**config.mk**
```make
export PLATFORM = sky130hd
export DESIGN_NAME = ssidm_cell
export DESIGN_NICKNAME = d
export VERILOG_FILES = /design/src/rtl/sorted_set_insert_delete_member_assert.svh /design/src/rtl/ssidm_pkg.sv /design/src/rtl/ssidm_cell.sv
export SDC_FILE = /design/constraint.sdc
export NUM_CORES = 1
export LEC_CHECK = 0
export BUFFER_PORTS_ARGS = -buffer_cell sky130_fd_sc_hd__buf_2
export CAP_MARGIN = 20
export CORE_MARGIN = 2
export CORE_UTILIZATION = 43
export DETAILED_ROUTE_END_ITERATION = 16
export GPL_ROUTABILITY_DRIVEN = 0
export PLACE_DENSITY_LB_ADDON = 0.08
export SLEW_MARGIN = 20
export SYNTH_ARGS = -nofsm -noshare
export SYNTH_HDL_FRONTEND = slang
export SYNTH_SLANG_ARGS = --single-unit
```
**constraint.sdc**
```tcl
create_clock -name clk -period 3.93 [get_ports clk]
set_clock_uncertainty 0.2 [all_clocks]
set_input_delay 0.1965 -clock clk [delete_from_list [all_inputs] [get_ports clk]]
set_output_delay 0.1965 -clock clk [all_outputs]
set_load 0.01 [all_outputs]
```
**src/rtl/sorted_set_insert_delete_member_assert.svh**
```systemverilog
// assertion macros for the sorted set block
// expects clk and rst in the scope of each use
`ifndef SORTED_SET_INSERT_DELETE_MEMBER_ASSERT_SVH
`define SORTED_SET_INSERT_DELETE_MEMBER_ASSERT_SVH

// condition holds at every edge out of reset
`define SSIDM_ASSERT_ALWAYS(lbl, expr, msg) \
  lbl: assert property (@(posedge clk) disable iff (rst) (expr)) else $error(msg);

// antecedent at one edge implies consequent at the next
`define SSIDM_ASSERT_NEXT(lbl, ante, cons, msg) \
  lbl: assert property (@(posedge clk) disable iff (rst) (ante) |=> (cons)) else $error(msg);

`endif

```
**src/rtl/ssidm_pkg.sv**
```systemverilog
// shared types and codes for the sorted set block
// no dependencies
package ssidm_pkg;

  localparam logic [1:0] KIND_MEMBER = 2'd0;
  localparam logic [1:0] KIND_INSERT = 2'd1;
  localparam logic [1:0] KIND_DELETE = 2'd2;

  // command broadcast to every cell
  typedef struct packed {
    logic cmp;
    logic ins;
    logic del;
  } ssidm_ctrl_t;

endpackage

```
**src/rtl/ssidm_cell.sv**
```systemverilog
// one storage cell of the sorted chain: holds a key, compares it, shifts
// depends on ssidm_pkg
module ssidm_cell #(
  parameter int IDX   = 0,
  parameter int KEY_W = 32,
  parameter int CNT_W = 7
) (
  input  logic                     clk,
  input  ssidm_pkg::ssidm_ctrl_t   ctrl,
  input  logic [CNT_W-1:0]         count,
  input  logic signed [KEY_W-1:0]  key_in,
  input  logic signed [KEY_W-1:0]  left_key,
  input  logic                     left_lt,
  input  logic signed [KEY_W-1:0]  right_key,
  output logic signed [KEY_W-1:0]  key,
  output logic                     lt,
  output logic                     eq
);
  import ssidm_pkg::*;

  logic valid;
  logic signed [KEY_W-1:0] key_next;

  assign valid = CNT_W'(IDX) < count;

  always_comb begin
    key_next = key;
    if (!lt) begin
      if (ctrl.ins) begin
        key_next = (IDX == 0 || left_lt) ? key_in : left_key;
      end else if (ctrl.del) begin
        key_next = right_key;
      end
    end
  end

  always_ff @(posedge clk) begin
    key <= key_next;
    if (ctrl.cmp) begin
      lt <= valid && (key < key_in);
      eq <= valid && (key == key_in);
    end
  end

endmodule

```
; ---- Yosys cells after proc, flatten, opt, wreduce, memory -nomap -nowiden
; Index checks and enable logic that the tools add are counted.
[op_classes]
magnitude_cmp = 2
eq_ne = 1
mux = 2
bitwise = 1
reduce_logical = 4
[ops]
columns = op, count
row1 = 32-bit two-way mux, 2
row2 = 32-bit equality test, 1
row3 = 32-bit less-than comparator, 1
row4 = 1-bit by 7-bit less-than comparator with 1-bit output (first input constant), 1
row5 = 1-bit logical AND, 2
row6 = 2-bit AND reduction, 1
row7 = 2-bit nonzero test, 1
row8 = 1-bit inverter, 1
[totals]
register_bits = 34
input_bits = 108
output_inout_bits = 34
wordCells = 13

; ---- Logic depth before layout (Yosys ltp)
; Gate-level depths: netlist of run 1.
[depth]
word_depth = 2
ltp_mapped = 7
mapped_depth_nobuf = 7

; ---- Worst setup path before layout of run 1
; Ideal clock, no wire load.
[synth_path]
path_type = in2reg
startpoint = in ctrl[1] (netlist name)
endpoint = reg key[0], enable pin
setup_time_ns = 0.421
arrival_time_ns = 2.191
required_ns = 3.309
slack_ns = 1.118
stages = 4
path_buffers = 2
cell_sequence = clkbuf_1 > clkbuf_1 > nor2_1 > nor2_1
[synth_between]
elab_chain_len = 2
[synth_lines]
columns = element, line
row1 = start: declaration, ssidm_cell.sv:9  ; input ssidm_pkg::ssidm_ctrl_t ctrl,
row2 = 2-bit nonzero test (no line), n/a
row3 = 2-bit AND reduction (no line), n/a
row4 = end signal: assignment, ssidm_cell.sv:38  ; key <= key_next;
row5 = end: declaration, ssidm_cell.sv:15  ; output logic signed [KEY_W-1:0] key,
; Every way passes these cells.
; A chain may end at the register's enable or synchronous reset.

; ---- Worst setup path in the final report of run 1
[layout_path]
startpoint = reg key[23]
endpoint = reg lt (data pin)
[layout_between]
elab_chain_len = 2
[layout_lines]
columns = element, line
row1 = 32-bit less-than comparator, ssidm_cell.sv:40  ; lt <= valid && (key < key_in);
row2 = 1-bit logical AND, ssidm_cell.sv:40
row3 = end signal: assignment, ssidm_cell.sv:40
row4 = end: declaration, ssidm_cell.sv:16  ; output logic lt,
; Every way passes these cells.

==> impl_metrics.py, run 1 <==
metrics = {
    "logic_synthesis": {
        "syn-num-nets": 333,
        "yosysTopAreaCell": "edfxtp_1",
        "yosys_warnings": 0,
        "synth_edf_count": 34,
        "syn_area_um2": 2262,
        "seq_area_frac_synth_pct": 45.13,
        "synth_ff_type": "edfxtp_1",
        "async_flop_share_pct": 0,
        "synth_common_cells": "edfxtp_1 (34), inv_1 (33), mux2_2 (33), ha_1 (32), a21oi_1 (14)",
        "synth_most_common_cell": "edfxtp_1",
        "synth_top_area_share_pct": 45.13,
        "ys_types": 23,
        "ys_top_cells_by_area": "edfxtp_1 (45%), ha_1 (18%), mux2_2 (16%), inv_1 (5.5%), a21oi_1 (3.1%)",
        "synthCells": 193,
        "syn_avg_cell_area_um2": 11.72,
        "yosys_register_bits": 34,
    },
    "clock_network": {
        "cts_buffers": 5,
        "cts_sinks": 34,
        "post_cts_buffers": 0,
        "path_clk_slew_ps": 70,
        "clk_latency_ps": 280,
        "cts_tree": "yes",
        "h-tree-depth": 2,
        "cts_buffer_depth": 2,
        "root_buffer": "clkbuf_8",
    },
    "timing": {
        "worstMarginPinSlew_ps": 935.3,
        "final-setup-viol-count": 0,
        "hold_viol_final": 0,
        "fin_setup_tns_ps": 0,
        "worst_slack_ps": 1496,
        "maxSlewViolCount": 0,
        "post-route-period-util_pct": 61.94,
        "max_slew_margin_pct": 37.50,
        "max_freq_mhz": 410.8,
        "period_needed_ps": 2434,
        "rsz0062_at_grt": "false",
    },
    "power": {
        "leakage_nw": 1.449,
        "finalPower_w": 0.0009655,
        "pwr_density_cell_nw_per_um2": 324.3,
        "ir_worst_vdd_mv": 0.1958,
    },
    "placed_design": {
        "dp_slack_ps": 1441,
        "io_buffers": 108,
        "dp.final_hpwl_mm": 3.786,
    },
    "run_status": {
        "outcome": "completed",
    },
    "routing": {
        "wl_per_cell_um": 12.76,
        "wl_mm": 4.796,
        "drt_iter0_drc": 31,
        "ant_nets": 0,
        "drc": 0,
        "first_pass_iters": 3,
        "vias": 1799,
        "vias_per_cell": 4.785,
    },
    "critical_path": {
        "cp_data_arrival_time_ps": 2270,
        "crit_path_start": "key[23]$_DFFE_PP_",
        "crit_chain": "ha_1 -> and4_1 -> nor4bb_1 -> nor2_1 -> a31oi_1 -> mux2_2",
        "critPathCapture": "lt$_DFFE_PP_",
        "reg2reg_from": "key[23]$_DFFE_PP_",
        "path_class": "flop to flop",
        "startpoint_type": "flop",
        "worstReg2RegEnd": "lt$_DFFE_PP_",
        "cp.required_ps": 3770,
        "cp_slowest_stage_delay_ps": 440,
        "end_kind": "flop",
        "reg2regPathDepth": 6,
        "reg2reg_slack_ps": 1500,
        "cp_max_fo": 3,
        "slowest_stage": "nor4bb_1",
    },
    "layout": {
        "area_growth_pct": 31.58,
        "drive_gt1_share_pct": 49.02,
        "layout.nets": 446,
        "antenna_cells": 0,
    },
    "floorplanning": {
        "die_h_um": 76.53,
        "rows": 26,
        "die_x_um": 76.53,
        "start_util_pct": 44.29,
        "floorplan.core_area_um2": 5107,
        "io_pins": 142,
        "dieArea_um2": 5857,
    },
    "global_route": {
        "grt_first_pass_wirelength_mm": 7.962,
        "grt_use_total_pct": 17.18,
        "antenna_found_initial": 0,
        "grt_max_degree": 34,
        "gr-total-overflow": 0,
        "grt_pass1_vias": 1773,
    },
    "run": {
        "cap_violations": 0,
    },
    "hold_path": {
        "min_path_type": "primary input to flop",
    },
}
## cells in the final DEF, fill, tap and decap left out, types with 2 or more instances in the layout
master	netlist	final
mux2_2	33	33
clkbuf_8	0	5
a21oi_1	14	14
nor2b_1	2	2
nand2b_1	2	2
and4_1	2	2
nor4_1	2	2
nor2_1	5	4
o21ai_0	6	6
buf_2	0	108
nand4_1	4	4
inv_1	33	33
clkbuf_1	4	2
ha_1	32	32
nand2_1	10	10
a211oi_1	2	2
edfxtp_1	34	34
## per-layer routing
layer / track usage, % / wire length [µm] / share of wire [%]
met3: 6.043 / 366 / 7.6
met5: 0 / 0 / 0
met2: 27.96 / 2192 / 46
met1: 21.38 / 2175 / 45
met4: 5.455 / 61 / 1.3
## repair_timing
action | 4_1_cts | 5_1_grt
setup endpoints to repair | 0 | 0
hold endpoints to repair | 2 | 0
resized for setup | 0 | 0
hold buffers | 1 | 0
## layout make-up
type                    count  area (µm²)
well taps                  70       87.58
inverters                  33       123.9
multi-input cells         122        1110
fillers                   464        2131
repair buffers            110       558.0
clock buffers               7       76.32
flip-flops and latches     34        1021
## worst max-delay path: cells and delay by family (launching register included)
family | cells | cell delay [ps]
fa+ha+maj | 1 | 320
compound gates | 1 | 180
flops | 1 | 400
mux | 1 | 350
simple gates | 3 | 750
## stage by stage
step	area [µm²]	std cells	hold slack, ps	util [%]
after detailed placement	2890	368	224.3	56.59
after global routing	2977	376	0.6623	58.28
after CTS	2977	376	0.08571	58.28
after global placement	2890	368	222.3	56.59
after floorplan	2262	193	109.0	-
final	2977	376	11.17	58.28
## worst min-delay path by stage
stage                        end  cells past startpoint  slack, ps          start
2_1_floorplan       eq$_DFFE_PP_                      0        110        ctrl[2]
3_3_place_gp        eq$_DFFE_PP_                      1        220        ctrl[2]
3_5_place_dp        eq$_DFFE_PP_                      1        220        ctrl[2]
4_1_cts         key[5]$_DFFE_PP_                      2       0.09   right_key[5]
5_1_grt        key[11]$_DFFE_PP_                      2        0.7  right_key[11]
6_report        key[9]$_DFFE_PP_                      2         10   right_key[9]
## flip-flops by register name, summed over array words and instances, names as in the netlist
register and flops:
eq 1, lt 1, key 32
## report_power, final
| part | total, W | leakage, nW | switching [W] | internal (W) |
|---|---|---|---|---|
| Sequential | 0.000469 | 0.330 | 0.0000188 | 0.000450 |
| Combinational | 0.000253 | 1.08 | 0.000129 | 0.000124 |
| Clock | 0.000243 | 0.0383 | 0.000121 | 0.000122 |
## cells by family after synthesis
group | Yosys count | synth area share, %
adders and majority gates | 32 | 17.70
buffers and inverters | 37 | 6.139
and+or+nand+nor | 31 | 8.296
DFF | 34 | 45.13
AOI/OAI and AO/OA | 26 | 6.305
muxes | 33 | 16.43
(Power assumes the default switching activity.)
==> run 2: changes to the inputs <==
--- a/config.mk
+++ b/config.mk
@@ -8,7 +8,7 @@
 export BUFFER_PORTS_ARGS = -buffer_cell sky130_fd_sc_hd__buf_2
 export CAP_MARGIN = 20
 export CORE_MARGIN = 2
-export CORE_UTILIZATION = 43
+export CORE_UTILIZATION = 39
 export DETAILED_ROUTE_END_ITERATION = 16
 export GPL_ROUTABILITY_DRIVEN = 0
 export PLACE_DENSITY_LB_ADDON = 0.08
==> constraint.sdc (replaced) <==
create_clock -name clk -period 2 [get_ports clk]
set_clock_uncertainty 0.2 [all_clocks]
set_input_delay 0.1 -clock clk [delete_from_list [all_inputs] [get_ports clk]]
set_output_delay 0.1 -clock clk [all_outputs]
set_load 0.01 [all_outputs]
==> run 2 against run 1 <==
  * The run now ends with negative setup slack left
  * Non-clock buffer count is 85 higher
  * Largest cell class is now non-clock buffers
  * Sequential power grew 98%
  * Critical endpoint unchanged
  * Clock power increased by 96%
==> impl_metrics.py, run 2 (synthesis gave the netlist of run 1 again) <==
metrics = {
    "clock_network": {
        "cts_buffer_depth": 2,
        "cts_buffers": 5,
        "h-tree-depth": 2,
        "path_clk_slew_ps": 70,
        "cts_sinks": 34,
        "cts_tree": "yes",
        "root_buffer": "clkbuf_8",
        "clk_latency_ps": 280,
    },
    "routing": {
        "vias_per_cell": 4.680,
        "drt_iter0_drc": 66,
        "drc": 0,
        "wl_mm": 6.087,
        "vias": 2167,
        "first_pass_iters": 4,
        "wl_per_cell_um": 13.15,
        "ant_nets": 0,
    },
    "layout": {
        "antenna_cells": 0,
        "layout_commonest_cell": "buf_2",
        "reg_top3": "key (32), eq (1), lt (1)",
        "fill_cells": 433,
        "layout.nets": 531,
        "area_growth_pct": 71.74,
        "fin_util_pct": 70.12,
        "most-common-layout-cells": "buf_2 (108), dlygate4sd3_1 (65), edfxtp_1 (34)",
        "regMostFlops": "key",
        "drive_gt1_share_pct": 46.29,
        "largest_reg_flops": 32,
        "fin_cells": 463,
    },
    "floorplanning": {
        "die_h_um": 80.16,
        "io_pins": 142,
        "die_x_um": 80.16,
        "start_util_pct": 40.83,
        "floorplan.core_area_um2": 5540,
        "dieArea_um2": 6426,
        "rows": 27,
    },
    "timing": {
        "period_needed_ps": 2296,
        "worstMarginPinSlew_ps": 286.5,
        "final-setup-viol-count": 2,
        "hold_viol_final": 0,
        "whs_ps": 155.4,
        "maxSlewViolCount": 0,
        "post-route-period-util_pct": 114.8,
        "rsz0062_at_grt": "true",
        "worst_slack_ps": -295.7,
        "max_freq_mhz": 435.6,
        "max_slew_margin_pct": 80.70,
        "fin_setup_tns_ps": -321.3,
    },
    "power": {
        "pwr-share-clk_pct": 22.4,
        "pwr_density_cell_nw_per_um2": 546.1,
        "finalPower_w": 0.002122,
        "p_switching_w": 0.0005843,
        "internal_power_w": 0.001537,
        "leakage_nw": 1.846,
        "seqPwrFrac_pct": 43.7,
        "swShare_pct": 27.54,
        "pwr-share-comb_pct": 33.9,
        "ir_worst_vdd_mv": 0.3199,
    },
    "run_status": {
        "outcome": "finished, violations left",
        "violations": "negative setup slack",
    },
    "critical_path": {
        "end_kind": "flop",
        "cp_slowest_stage_delay_ps": 450,
        "path_class": "flop to flop",
        "cp_data_arrival_time_ps": 2130,
        "reg2regPathDepth": 6,
        "crit_chain": "ha_4 -> and4_4 -> nor4bb_4 -> nor2_1 -> a31oi_1 -> mux2_2",
        "reg2reg_slack_ps": -300,
        "reg2reg_from": "key[21]$_DFFE_PP_",
        "slowest_stage": "edfxtp_1",
        "worstReg2RegEnd": "lt$_DFFE_PP_",
        "startpoint_type": "flop",
        "cp.required_ps": 1830,
        "cp_max_fo": 2,
    },
    "placed_design": {
        "place_inst": 388,
        "dp.final_hpwl_mm": 4.118,
        "io_buffers": 108,
    },
    "global_route": {
        "grt_max_degree": 20,
        "gr-total-overflow": 0,
        "grt_use_total_pct": 19.90,
        "grt_pass1_vias": 2215,
        "antenna_found_initial": 0,
        "grt_first_pass_wirelength_mm": 9.673,
    },
    "run": {
        "cap_violations": 0,
    },
    "hold_path": {
        "min_path_type": "primary input to flop",
        "worstHoldStart": "key_in[0]",
        "worstHoldPathCells": 4,
        "hold_path_end": "eq$_DFFE_PP_",
    },
}
## run 2: cell count changes in the layout (fill, tap and decap cells not counted), moves of 2 or more
cell and delta:
ha_4 +5, nor4_1 -2, buf_4 +20, dlygate4sd3_1 +64, nor4_2 +2, ha_1 -5
## run 2: cell type report
class	count	area, µm²	area share [%]
Timing Repair Buffer	195	1369	35.23
Multi-Input combinational cell	122	1205	31.01
Sequential cell	34	1021	26.28
Inverter	33	123.9	3.188
Tap cell	72	90.09	2.319
Clock buffer	7	76.32	1.965
## run 2: worst max-delay path, delay by kind of cell, from the launching register on
| kind | cells | cell delay, ps |
|---|---|---|
| AND/OR/NAND/NOR | 3 | 580 |
| adder cells (fa/ha/maj) | 1 | 300 |
| AO/OA/AOI/OAI | 1 | 170 |
| multiplexers | 1 | 340 |
| flip-flops | 1 | 450 |
## run 2: worst max-delay path by stage
stage	startpoint	end	slack (ps)	cells after the start
after floorplan	key[31]$_DFFE_PP_	lt$_DFFE_PP_	-190	6
after global placement	key[17]$_DFFE_PP_	lt$_DFFE_PP_	-200	6
after detailed placement	key[9]$_DFFE_PP_	lt$_DFFE_PP_	-290	6
after CTS	key[9]$_DFFE_PP_	lt$_DFFE_PP_	-310	6
after global routing	key[10]$_DFFE_PP_	lt$_DFFE_PP_	-420	6
final	key[21]$_DFFE_PP_	lt$_DFFE_PP_	-300	6
## run 2: through the flow
step	setup WS, ps	cell area [µm²]
CTS	-309.1	3836
global placement	-202.3	3074
global route	-419.7	3885
floorplan	-185.5	2303
detailed placement	-287.8	3074
finish	-295.7	3885
## run 2: layer usage
metal	GRT usage (%)	vias up	share of wire (%)
li1	-	1095	-
met1	23.12	988	41
met2	36.08	72	52
met3	4.045	12	5.5
met4	6.949	0	1.9
met5	0	-	0
## run 2: what timing repair did
item                                   in CTS  in global routing
pin swaps                                   3                  3
hold buffers                               65                  0
buffers inserted                            1                  2
endpoints found under the hold margin      34                  0
gates resized for setup                     3                  4
setup endpoints to repair                   2                  2
## run 2: power groups by stage
stage               clock, W  combinational (W)  sequential [W]
floorplan                  0           0.000263        0.000973
global placement           0           0.000566        0.000934
detailed placement         0           0.000575        0.000939
CTS                 0.000500           0.000705        0.000925
global route        0.000525           0.000804        0.000936
finish              0.000476           0.000719        0.000927
